===== src/sv/umie_pkg.sv =====
// ----------------------------------------------------------------------------
// umie_pkg
// Shared types and constants of the UM-32 instruction execute block.
// ----------------------------------------------------------------------------
package umie_pkg;

  localparam int DATA_W       = 32;
  localparam int REG_N        = 8;
  localparam int REG_AW       = $clog2(REG_N);
  localparam int OPC_W        = 4;
  localparam int KIND_W       = 4;
  localparam int OPC_SHIFT    = 28;
  localparam int LV_REG_SHIFT = 25;
  localparam int LV_IMM_W     = 25;
  localparam int NUM_OPCODES  = 14;
  localparam int A_LSB        = 6;
  localparam int B_LSB        = 3;
  localparam int C_LSB        = 0;
  localparam int CHAR_W       = 8;
  localparam logic [DATA_W-1:0] OUT_BYTE_MAX = DATA_W'(255);

  // slave tdata: instruction, return_value, return_reg, in_char, in_end
  localparam int S_INSTR_LSB = 0;
  localparam int S_RVAL_LSB  = S_INSTR_LSB + DATA_W;
  localparam int S_RREG_LSB  = S_RVAL_LSB + DATA_W;
  localparam int S_CHAR_LSB  = S_RREG_LSB + REG_AW;
  localparam int S_END_LSB   = S_CHAR_LSB + CHAR_W;
  localparam int S_USED_W    = S_END_LSB + 1;
  localparam int S_TDATA_W   = ((S_USED_W + 7) / 8) * 8;

  // master tdata: segment, offset, value, dest_reg
  localparam int M_USED_W  = 3 * DATA_W + REG_AW;
  localparam int M_TDATA_W = ((M_USED_W + 7) / 8) * 8;

  typedef enum logic [OPC_W-1:0] {
    OP_CMOV     = 4'd0,
    OP_LOAD     = 4'd1,
    OP_STORE    = 4'd2,
    OP_ADD      = 4'd3,
    OP_MUL      = 4'd4,
    OP_DIV      = 4'd5,
    OP_NAND     = 4'd6,
    OP_HALT     = 4'd7,
    OP_MAP      = 4'd8,
    OP_UNMAP    = 4'd9,
    OP_OUT      = 4'd10,
    OP_IN       = 4'd11,
    OP_LOADPROG = 4'd12,
    OP_LOADVAL  = 4'd13
  } opcode_t;

  typedef enum logic [KIND_W-1:0] {
    KIND_DONE     = 4'd0,
    KIND_LOAD     = 4'd1,
    KIND_STORE    = 4'd2,
    KIND_MAP      = 4'd3,
    KIND_UNMAP    = 4'd4,
    KIND_OUTPUT   = 4'd5,
    KIND_LOADPROG = 4'd6,
    KIND_HALT     = 4'd7,
    KIND_ERROR    = 4'd8
  } kind_t;

  typedef enum logic [2:0] {
    ST_IDLE,
    ST_READ,
    ST_READ_A,
    ST_EXEC,
    ST_DIV,
    ST_RESP
  } state_t;

  typedef struct packed {
    logic              start;
    logic [DATA_W-1:0] dividend;
    logic [DATA_W-1:0] divisor;
  } div_req_t;

  typedef struct packed {
    logic              done;
    logic [DATA_W-1:0] quotient;
  } div_rsp_t;

endpackage


===== src/sv/umie_ram.sv =====
// ----------------------------------------------------------------------------
// umie_ram
// Generic RAM, one write port, two registered read ports.
// ----------------------------------------------------------------------------
module umie_ram #(
  parameter int WIDTH = 32,
  parameter int DEPTH = 8
) (
  input  logic                     clk,
  input  logic                     we,
  input  logic [$clog2(DEPTH)-1:0] waddr,
  input  logic [WIDTH-1:0]         wdata,
  input  logic [$clog2(DEPTH)-1:0] raddr0,
  input  logic [$clog2(DEPTH)-1:0] raddr1,
  output logic [WIDTH-1:0]         rdata0,
  output logic [WIDTH-1:0]         rdata1
);

  logic [WIDTH-1:0] mem [DEPTH];

  always_ff @(posedge clk) begin
    if (we) begin
      mem[waddr] <= wdata;
    end
    rdata0 <= mem[raddr0];
    rdata1 <= mem[raddr1];
  end

endmodule


===== src/sv/umie_div.sv =====
// ----------------------------------------------------------------------------
// umie_div
// Unsigned restoring divider, one quotient bit per cycle.
// ----------------------------------------------------------------------------
module umie_div (
  input  logic              clk,
  input  logic              rst,
  input  umie_pkg::div_req_t req,
  output umie_pkg::div_rsp_t rsp
);
  import umie_pkg::*;

  localparam int CNT_W = $clog2(DATA_W);

  logic              busy;
  logic              done;
  logic [CNT_W-1:0]  cnt;
  logic [DATA_W-1:0] rem;
  logic [DATA_W-1:0] quot;
  logic [DATA_W-1:0] dvs;
  logic [DATA_W:0]   shifted;
  logic [DATA_W:0]   diff;

  assign shifted = {rem, quot[DATA_W-1]};
  assign diff    = shifted - {1'b0, dvs};

  always_ff @(posedge clk) begin
    if (rst) begin
      busy <= 1'b0;
      done <= 1'b0;
      cnt  <= '0;
    end else begin
      done <= 1'b0;
      if (req.start) begin
        busy <= 1'b1;
        cnt  <= '0;
      end else if (busy) begin
        cnt <= cnt + 1'b1;
        if (cnt == CNT_W'(DATA_W - 1)) begin
          busy <= 1'b0;
          done <= 1'b1;
        end
      end
    end
  end

  always_ff @(posedge clk) begin
    if (req.start) begin
      rem  <= '0;
      quot <= req.dividend;
      dvs  <= req.divisor;
    end else if (busy) begin
      if (!diff[DATA_W]) begin
        rem <= diff[DATA_W-1:0];
      end else begin
        rem <= shifted[DATA_W-1:0];
      end
      quot <= {quot[DATA_W-2:0], ~diff[DATA_W]};
    end
  end

  assign rsp.done     = done;
  assign rsp.quotient = quot;

endmodule


===== src/sv/um_instruction_execute.sv =====
// ----------------------------------------------------------------------------
// um_instruction_execute
// Executes one UM-32 instruction or register writeback per input beat.
// ----------------------------------------------------------------------------
// One beat is handled at a time. A beat goes through accept, register file
// read, execute and respond before its result sits in the output register;
// a store adds a second read pass, since its third operand needs a second
// pass through the two read ports of the register file, and a divide waits
// in between for the divider, which retires one quotient bit per cycle.
// The next beat is accepted as soon as the result is registered, even while
// that result still waits on m_tready. The eight registers read as zero
// after reset until written.
module um_instruction_execute (
  input  logic                            clk,
  input  logic                            rst,
  input  logic                            s_tvalid,
  output logic                            s_tready,
  // instruction, return_value, return_reg, in_char, in_end
  input  logic [umie_pkg::S_TDATA_W-1:0]  s_tdata,
  // action
  input  logic                            s_tuser,
  output logic                            m_tvalid,
  input  logic                            m_tready,
  // segment, offset, value, dest_reg
  output logic [umie_pkg::M_TDATA_W-1:0]  m_tdata,
  // kind
  output logic [umie_pkg::KIND_W-1:0]     m_tuser
);
  import umie_pkg::*;

  state_t state, state_next;

  logic              action_q;
  logic [DATA_W-1:0] instr_q;
  logic [DATA_W-1:0] rval_q;
  logic [REG_AW-1:0] rreg_q;
  logic [CHAR_W-1:0] ch_q;
  logic              end_q;

  logic [DATA_W-1:0] va_q, vb_q, vc_q;
  logic [REG_N-1:0]  reg_valid;

  logic [REG_AW-1:0] rd_addr0, rd_addr1;
  logic [DATA_W-1:0] rd_data0, rd_data1;
  logic              ram_we;

  logic [REG_AW-1:0] ra, rb, rc;
  logic [OPC_W-1:0]  op_raw;
  logic              out_free;

  // execute results
  logic              e_wr_en;
  logic [REG_AW-1:0] e_wr_addr;
  logic [DATA_W-1:0] e_wr_data;
  kind_t             e_kind;
  logic [DATA_W-1:0] e_seg, e_off, e_val;
  logic [REG_AW-1:0] e_dest;
  logic              div_go;
  logic [DATA_W-1:0] prod;

  logic              wr_en;
  logic [REG_AW-1:0] wr_addr;
  logic [DATA_W-1:0] wr_data;
  kind_t             res_kind;
  logic [DATA_W-1:0] res_seg, res_off, res_val;
  logic [REG_AW-1:0] res_dest;

  div_req_t div_req;
  div_rsp_t div_rsp;

  assign ra       = instr_q[A_LSB +: REG_AW];
  assign rb       = instr_q[B_LSB +: REG_AW];
  assign rc       = instr_q[C_LSB +: REG_AW];
  assign op_raw   = instr_q[OPC_SHIFT +: OPC_W];
  assign out_free = !m_tvalid || m_tready;
  assign prod     = vb_q * vc_q;
  assign ram_we   = (state == ST_RESP) && out_free && wr_en;

  umie_ram #(
    .WIDTH(DATA_W),
    .DEPTH(REG_N)
  ) u_regs (
    .clk   (clk),
    .we    (ram_we),
    .waddr (wr_addr),
    .wdata (wr_data),
    .raddr0(rd_addr0),
    .raddr1(rd_addr1),
    .rdata0(rd_data0),
    .rdata1(rd_data1)
  );

  assign div_req.start    = div_go;
  assign div_req.dividend = vb_q;
  assign div_req.divisor  = vc_q;

  umie_div u_div (
    .clk(clk),
    .rst(rst),
    .req(div_req),
    .rsp(div_rsp)
  );

  always_comb begin
    state_next = state;
    case (state)
      ST_IDLE: begin
        if (s_tvalid) begin
          state_next = ST_READ;
        end
      end
      ST_READ: begin
        if (!action_q && op_raw == OP_STORE) begin
          state_next = ST_READ_A;
        end else begin
          state_next = ST_EXEC;
        end
      end
      ST_READ_A: state_next = ST_EXEC;
      ST_EXEC: begin
        state_next = div_go ? ST_DIV : ST_RESP;
      end
      ST_DIV: begin
        if (div_rsp.done) begin
          state_next = ST_RESP;
        end
      end
      ST_RESP: begin
        if (out_free) begin
          state_next = ST_IDLE;
        end
      end
      default: state_next = ST_IDLE;
    endcase
  end

  always_comb begin
    s_tready = 1'b0;
    rd_addr0 = ra;
    rd_addr1 = rc;
    case (state)
      ST_IDLE: begin
        s_tready = 1'b1;
        rd_addr0 = s_tdata[S_INSTR_LSB + B_LSB +: REG_AW];
        rd_addr1 = s_tdata[S_INSTR_LSB + C_LSB +: REG_AW];
      end
      default: begin
        s_tready = 1'b0;
      end
    endcase
  end

  always_comb begin
    e_wr_en   = 1'b0;
    e_wr_addr = ra;
    e_wr_data = '0;
    e_kind    = KIND_DONE;
    e_seg     = '0;
    e_off     = '0;
    e_val     = '0;
    e_dest    = '0;
    div_go    = 1'b0;
    if (state == ST_EXEC) begin
      if (action_q) begin
        e_wr_en   = 1'b1;
        e_wr_addr = rreg_q;
        e_wr_data = rval_q;
      end else if (op_raw >= OPC_W'(NUM_OPCODES)) begin
        e_kind = KIND_ERROR;
      end else begin
        case (opcode_t'(op_raw))
          OP_CMOV: begin
            e_wr_en   = (vc_q != '0);
            e_wr_data = vb_q;
          end
          OP_LOAD: begin
            e_kind = KIND_LOAD;
            e_seg  = vb_q;
            e_off  = vc_q;
            e_dest = ra;
          end
          OP_STORE: begin
            e_kind = KIND_STORE;
            e_seg  = va_q;
            e_off  = vb_q;
            e_val  = vc_q;
          end
          OP_ADD: begin
            e_wr_en   = 1'b1;
            e_wr_data = vb_q + vc_q;
          end
          OP_MUL: begin
            e_wr_en   = 1'b1;
            e_wr_data = prod;
          end
          OP_DIV: begin
            if (vc_q == '0) begin
              e_kind = KIND_ERROR;
            end else begin
              e_wr_en = 1'b1;
              div_go  = 1'b1;
            end
          end
          OP_NAND: begin
            e_wr_en   = 1'b1;
            e_wr_data = ~(vb_q & vc_q);
          end
          OP_HALT: e_kind = KIND_HALT;
          OP_MAP: begin
            e_kind = KIND_MAP;
            e_val  = vc_q;
            e_dest = rb;
          end
          OP_UNMAP: begin
            e_kind = KIND_UNMAP;
            e_seg  = vc_q;
          end
          OP_OUT: begin
            if (vc_q > OUT_BYTE_MAX) begin
              e_kind = KIND_ERROR;
            end else begin
              e_kind = KIND_OUTPUT;
              e_val  = vc_q;
            end
          end
          OP_IN: begin
            e_wr_en   = 1'b1;
            e_wr_addr = rc;
            e_wr_data = end_q ? '1 : DATA_W'(ch_q);
          end
          OP_LOADPROG: begin
            e_kind = KIND_LOADPROG;
            e_seg  = vb_q;
            e_val  = vc_q;
          end
          OP_LOADVAL: begin
            e_wr_en   = 1'b1;
            e_wr_addr = instr_q[LV_REG_SHIFT +: REG_AW];
            e_wr_data = DATA_W'(instr_q[LV_IMM_W-1:0]);
          end
          default: e_kind = KIND_ERROR;
        endcase
      end
    end
  end

  always_ff @(posedge clk) begin
    if (state == ST_IDLE && s_tvalid) begin
      action_q <= s_tuser;
      instr_q  <= s_tdata[S_INSTR_LSB +: DATA_W];
      rval_q   <= s_tdata[S_RVAL_LSB +: DATA_W];
      rreg_q   <= s_tdata[S_RREG_LSB +: REG_AW];
      ch_q     <= s_tdata[S_CHAR_LSB +: CHAR_W];
      end_q    <= s_tdata[S_END_LSB];
    end
    if (state == ST_READ) begin
      vb_q <= reg_valid[rb] ? rd_data0 : '0;
      vc_q <= reg_valid[rc] ? rd_data1 : '0;
    end
    if (state == ST_READ_A) begin
      va_q <= reg_valid[ra] ? rd_data0 : '0;
    end
    if (state == ST_EXEC) begin
      wr_en    <= e_wr_en;
      wr_addr  <= e_wr_addr;
      wr_data  <= e_wr_data;
      res_kind <= e_kind;
      res_seg  <= e_seg;
      res_off  <= e_off;
      res_val  <= e_val;
      res_dest <= e_dest;
    end
    if (state == ST_DIV && div_rsp.done) begin
      wr_data <= div_rsp.quotient;
    end
    if (state == ST_RESP && out_free) begin
      m_tuser <= res_kind;
      m_tdata <= M_TDATA_W'({res_dest, res_val, res_off, res_seg});
    end
  end

  always_ff @(posedge clk) begin
    if (rst) begin
      state     <= ST_IDLE;
      reg_valid <= '0;
      m_tvalid  <= 1'b0;
    end else begin
      state <= state_next;
      if (ram_we) begin
        reg_valid[wr_addr] <= 1'b1;
      end
      if (state == ST_RESP && out_free) begin
        m_tvalid <= 1'b1;
      end else if (m_tready) begin
        m_tvalid <= 1'b0;
      end
    end
  end

endmodule


===== config.mk =====
export PLATFORM = sky130hd
export DESIGN_NAME = um_instruction_execute
export DESIGN_NICKNAME = d
export VERILOG_FILES = /design/src/sv/umie_pkg.sv /design/src/sv/umie_ram.sv /design/src/sv/umie_div.sv /design/src/sv/um_instruction_execute.sv
export SDC_FILE = /design/constraint.sdc
export NUM_CORES = 2
export LEC_CHECK = 0
export ABC_AREA = 1
export ABC_CLOCK_PERIOD_IN_PS = 14400
export BUFFER_PORTS_ARGS = -buffer_cell sky130_fd_sc_hd__buf_2
export CAP_MARGIN = 20
export CORE_MARGIN = 1.5
export CORE_UTILIZATION = 47
export DETAILED_ROUTE_END_ITERATION = 8
export GPL_TIMING_DRIVEN = 0
export PLACE_DENSITY = 0.7
export SYNTH_ARGS = -nofsm -noshare
export SYNTH_HDL_FRONTEND = slang
export SYNTH_SLANG_ARGS = --single-unit

===== constraint.sdc =====
create_clock -name clk -period 14.4 [get_ports clk]
set_input_delay 1.44 -clock clk [delete_from_list [all_inputs] [get_ports clk]]
set_output_delay 1.44 -clock clk [all_outputs]
set_load 0.02 [all_outputs]

== Word-level counts from Yosys, hierarchy flattened ==
Memory sizes are Yosys's and may differ from the RTL's. A register that Yosys moved wholly into a read port is not among the register bits.
Index checks and enable logic that the tools add are counted.

* Bits in registers: 530
* Bits in latches: 0
* Bits in writable memories: 256
* ROM bits: 0
* Bits of input ports: 85
* Logic and storage cells: 145
* Memories: 1

{| class="wikitable"
|+ Memories
! name !! depth !! bits a word !! rd ports !! clocked after memory_dff !! wr ports !! line !! RTL
|-
| u_regs.mem || 8 || 32 || 2 || 2 || 1 || umie_ram.sv:19 || <nowiki>logic [WIDTH-1:0] mem [DEPTH];</nowiki>
|}

* $add $sub $neg: 3
* $mul: 1
* Divide/modulo/power cells: 0
* Order comparisons: 7
* Equal/unequal tests: 22
* Shifts and indexed selects: 0
* Muxes and demuxes: 53
* Bitwise logic cells: 5
* Reductions and logical operators: 24

{| class="wikitable"
|+ Operators with widths
! kind !! number
|-
| 32-bit two-way mux || 9
|-
| 32-bit case mux with 6 select lines || 1
|-
| 32-bit case mux with 2 select lines || 2
|-
| 32-bit case mux with 3 select lines || 1
|-
| 4-bit case mux with 9 select lines || 1
|-
| 33-bit by 32-bit subtractor with 33-bit output || 1
|-
| 32-bit adder || 1
|-
| 32-bit AND || 1
|-
| 32-bit by 8-bit > comparator with 1-bit output, second input constant || 1
|-
| 32-bit zero test || 1
|-
| 32-bit by 32-bit multiplier with 32-bit output || 1
|-
| 32-bit inverter || 1
|-
| 32-bit nonzero test || 1
|-
| 4-bit equality test, second input constant || 6
|-
| 1-bit two-way mux || 21
|-
| 3-bit two-way mux || 7
|-
| 3-bit case mux with 6 select lines || 1
|-
| 4-bit by 3-bit equality test with 1-bit output, second input constant || 4
|-
| 3-bit by 4-bit < comparator with 1-bit output, second input constant || 4
|-
| 4-bit two-way mux || 3
|-
| 3-bit case mux with 2 select lines || 2
|-
| 1-bit binary-select mux with 3-bit select || 3
|-
| 4-bit by 2-bit equality test with 1-bit output, second input constant || 2
|-
| 8-bit OR || 1
|-
| other kinds (24) || 39
|}

== Longest topological paths before layout ==
* Depth in word-level cells: 8
* Gate-level depth with buffers: 38
* Gate-level depth less buffers: 36

== Cells and area by module ==
Synthesis repeated with hierarchy kept, for this count alone.

* Cell total of the unflattened synthesis: 6842
* Area total of the unflattened synthesis: 57787.9 sq um

{| class="wikitable"
|+ By module, submodules not included
! module !! times used !! cells an instance !! area each (sq um)
|-
| um_instruction_execute || 1 || 4024 || 35873.2
|-
| umie_ram || 1 || 1783 || 15034.4
|-
| umie_div || 1 || 1035 || 6880.3
|}

== Worst setup path after synthesis ==
No wires, ideal clock.

* Path type: input port to flip-flop
* Start: input port m_tready
* End: memory u_regs.mem[0][0] (enable)
* Setup time: 0.423 ns
* Data arrival time: 7.772 ns
* Data required time: 13.977 ns
* Setup slack: 6.206 ns
* Cell stages on the path: 6
* Buffers on the path: 0
* Cell sequence: nor2_1 nor2_1 nand2_1 nor2_1 inv_1 nor2_1

* Longest elaborated chain between the ends: 5

{| class="wikitable"
|+ RTL lines
! element !! line !! RTL
|-
| start: declaration || um_instruction_execute.sv:23 || <nowiki>input logic m_tready,</nowiki>
|-
| 1-bit logical OR || um_instruction_execute.sv:75 || <nowiki>assign out_free = !m_tvalid || m_tready;</nowiki>
|-
| 1-bit logical AND (2 in series) || um_instruction_execute.sv:77 || <nowiki>assign ram_we = (state == ST_RESP) && out_free && wr_en;</nowiki>
|-
| 1-bit two-way mux || umie_ram.sv:22 || <nowiki>if (we) begin</nowiki>
|-
| 1-bit two-way mux (not written as such) || umie_ram.sv:23 || <nowiki>mem[waddr] <= wdata;</nowiki>
|-
| end: declaration || umie_ram.sv:19 ||
|}

No other way between the ends.

== Worst setup path in the final report ==
* Start: register vb_q[2]
* End: register wr_data[25] (data pin)

* Longest elaborated chain between the ends: 6
* Elaborated cells on any way between the ends: 7
* Those cells by class: 1 x add/sub; 1 x mul; 5 x mux

{| class="wikitable"
|+ RTL lines
! element !! line !! RTL
|-
| start: declaration || um_instruction_execute.sv:40 || <nowiki>logic [DATA_W-1:0] va_q, vb_q, vc_q;</nowiki>
|-
| start signal: assignment || um_instruction_execute.sv:257 || <nowiki>vb_q <= reg_valid[rb] ? rd_data0 : '0;</nowiki>
|-
| 32-bit by 32-bit multiplier with 32-bit output / 32-bit adder (equally long branches) || um_instruction_execute.sv:76, um_instruction_execute.sv:190 ||
|-
| 32-bit case mux with 6 select lines (*) || um_instruction_execute.sv:171 || <nowiki>case (opcode_t'(op_raw))</nowiki>
|-
| 32-bit two-way mux (*) || um_instruction_execute.sv:168 || <nowiki>end else if (op_raw >= OPC_W'(NUM_OPCODES)) begin</nowiki>
|-
| 32-bit two-way mux (*) || um_instruction_execute.sv:164 || <nowiki>if (action_q) begin</nowiki>
|-
| 32-bit two-way mux (*) || um_instruction_execute.sv:263 || <nowiki>if (state == ST_EXEC) begin</nowiki>
|-
| 32-bit two-way mux (*) || um_instruction_execute.sv:273 || <nowiki>if (state == ST_DIV && div_rsp.done) begin</nowiki>
|-
| end signal: assignment || um_instruction_execute.sv:266 || <nowiki>wr_data <= e_wr_data;</nowiki>
|-
| end signal: assignment || um_instruction_execute.sv:274 || <nowiki>wr_data <= div_rsp.quotient;</nowiki>
|-
| end: declaration || um_instruction_execute.sv:63 || <nowiki>logic [DATA_W-1:0] wr_data;</nowiki>
|}

Mark *: on every way between the ends. The rest lies on a longest branch, timed or not. The select of a mux whose other input is x is not followed.
A chain may end at the register's enable or synchronous reset.

==> summary.txt <==
Logic synthesis
  – Top FF cell, synth: edfxtp_1
  – EDFF count, synth: between 700 and 800
  – Synth Cell Area: about 0.055 mm^2
  – Most frequent cell after synthesis: nand2_1
  – Mean Syn Cell Area: 9.30 um^2
  – Yosys cell types: 57
  – Yosys top cell area share: 0.403
  – YS warnings: 0
  – Seq cells post-synth: 850
  – Largest area contributor in the netlist: edfxtp_1
  – Post-Syn Instances: between 5000 and 6000
  – Synth cell count leaders: nand2_1 (1225), inv_1 (1179), edfxtp_1 (735)
  – Ranking of synthesized cells by area: edfxtp_1 (40%), fa_1 (15%), nand2_1 (8.4%), inv_1 (8.1%), ha_1 (4.3%)
  – Post-synthesis sequential area ratio: 0.445
  – Post-synthesis async set-or-reset flop share: 0

Worst setup path
  – Cells on worst reg2reg path: 27
  – Critical path type: register to register
  – CP Capture Type: register
  – CP peak stage delay: 0.93 ns
  – Max FO, Critical Path: 10
  – Startpoint Class: register
  – Reg2reg setup slack: ~5 ns
  – Most used cell, CP: fa_1
  – Data arrival, critical path: 9.91 ns
  – Worst endpoint required time: 14.85 ns
  – Slowest CP cell: o21ai_0
  – Worst r2r dst: wr_data[25]
  – RR Startpoint: vb_q[2]

Worst hold path
  – Min-delay worst type: register to register
  – Worst hold start: res_seg[11]
  – Hold endpoint: m_tdata[11]
  – Worst hold stages: 0

Place
  – GPL Wtd Cong: 1.02
  – Port-buffer cells: 185
  – DP Wirelength: around 160000 um

Timing
  – Fin crit share: 0.657
  – Final Max Tran Viols: 0
  – Final setup TNS: 0 ns
  – Final setup viols: 0
  – RSZ-0062 raised after global routing: no
  – Slew margin rel.: 0.191
  – Worst-margin pin slew: between 1 and 1.5 ns
  – Max Clock Freq: between 100 and 150 MHz
  – Clk_skew: about 0.04 ns
  – Fin crit period: approximately 9.5 ns
  – Final hold viol count: 0

Layout
  – Biggest register: u_regs.mem
  – # fillers: 10500
  – Largest registers: u_regs.mem: 256 flops, m_tdata: 99 flops
  – Synthesis-to-finish area growth: 11.8%
  – # nets final: 6886
  – Max FFs per register: ~260
  – Fin util: 0.529
  – Share of cells above drive strength 1: 0.0744

CTS
  – Post-CTS Setup Inserts: 0
  – Clock sinks: 850
  – Hold buffers post-CTS: 0
  – Post_cts resized: 0
  – H-tree Lvls: 3
  – Total CTS buffers: 89
  – Clk Latency, worst-skew pair: 0.71 ns
  – Clock-pin slew on the worst setup and hold paths: roughly 0.060 ns
  – CTS tree: yes
  – Clk buf depth: 3
  – Clock Root Buffer: clkbuf_16

Die
  – Die Area: about 0.12 mm^2
  – Die Span Y: approximately 340 um
  – Die width: between 300 and 400 um
  – Std-Cell Rows: 125
  – Initial Util: 0.473
  – Core area: between 0.1 and 0.15 mm^2
  – Io pins: around 200

Drt
  – DRC Markers: 0
  – Routed wire length: a little under 200000 um
  – 1st-pass router iterations: 7
  – WL per Instance: around 25 um
  – Final ANT Viol Nets: 0
  – Drt initial violations: ~5800
  – Vias per cell: 5.65
  – Vias post-DR: about 44000

Global routing
  – Tot GR Track Use: 0.333
  – Number of global-route vias before repair: 43400
  – GR Overflow Total: 0
  – Largest net degree at the start of global routing: 42
  – First-pass GRT wire length: 284000 um
  – Initial antenna violation count: 11

Run status
  – Status: finished clean

Run
  – Max-Cap Viols: 0
## per-layer routing
metal	routed length, um	share of wire	up-vias	track usage
li1	-	-	19700	-
met1	74800	0.38	21200	0.428
met2	87100	0.44	2616	0.514
met3	21600	0.11	600	0.0784
met4	13400	0.068	16	0.194
met5	109	0.00055	-	0
## cell type report
cell class | instances | area, um^2 | area share
Multi-Input combinational cell | 3549 | 24800 | 0.404
Sequential cell | 850 | 24400 | 0.398
Inverter | 1186 | 4450 | 0.0727
Clock buffer | 119 | 2420 | 0.0395
Tap cell | 1524 | 1910 | 0.0311
Timing Repair Buffer | 214 | 1420 | 0.0232
Buffer | 312 | 1320 | 0.0215
Clock inverter | 45 | 591 | 0.00964
Antenna cell | 5 | 12.5 | 0.000204
## cells by family after synthesis
logic type,synth area share
and+or+nand+nor,0.130
buffers and inverters,0.105
AOI/OAI and AO/OA,0.119
DFF,0.445
adders and majority gates,0.193
xor gates and xnor gates,0.00847
other,0.0000684
## how the worst max path moves through the flow
stage,startpoint,end,depth (start not counted)
after global placement,m_tready,u_regs.mem[1][28],7
after global routing,vc_q[5],wr_data[27],26
after floorplan,m_tready,u_regs.mem[0][0],6
after CTS,vc_q[5],wr_data[27],26
final,vb_q[2],wr_data[25],27
after detailed placement,vc_q[5],wr_data[27],26
## worst max-delay path: cells and delay by family, from the launching register on
family                     cells  cell delay (ns)
buffers and inverters          6             1.85
AOI/OAI and AO/OA              5             1.86
adders and majority gates      9             3.86
and+or+nand+nor                7             1.06
DFF                            1             0.58
## through the flow
step | worst slack (ns) | hold slack [ns] | instance area (um^2) | std cells
floorplan | 6.21 | 0.400 | 54800 | 5897
global placement | 1.91 | 0.403 | 57600 | 7606
detailed placement | 5.27 | 0.405 | 58200 | 7632
CTS | 5.23 | 0.403 | 61200 | 7796
global route | 4.95 | 0.413 | 61200 | 7799
finish | 4.95 | 0.410 | 61300 | 7804
## placed cells by master, fill, tap and decap left out, drive strengths merged, types with 44 or more instances in the layout
cell type and n:
a21oi 411, buf 321, clkbuf 324, dfxtp 115
edfxtp 735, fa 410, ha 189, inv 1193
nand2 1234, nand3 134, nor2 305, nor3 57
o211ai 75, o21ai 392, o22ai 44, o32a 64
Power is not shown: default switching activity piles up to over one toggle a cycle in this logic, so the estimate is an artifact.
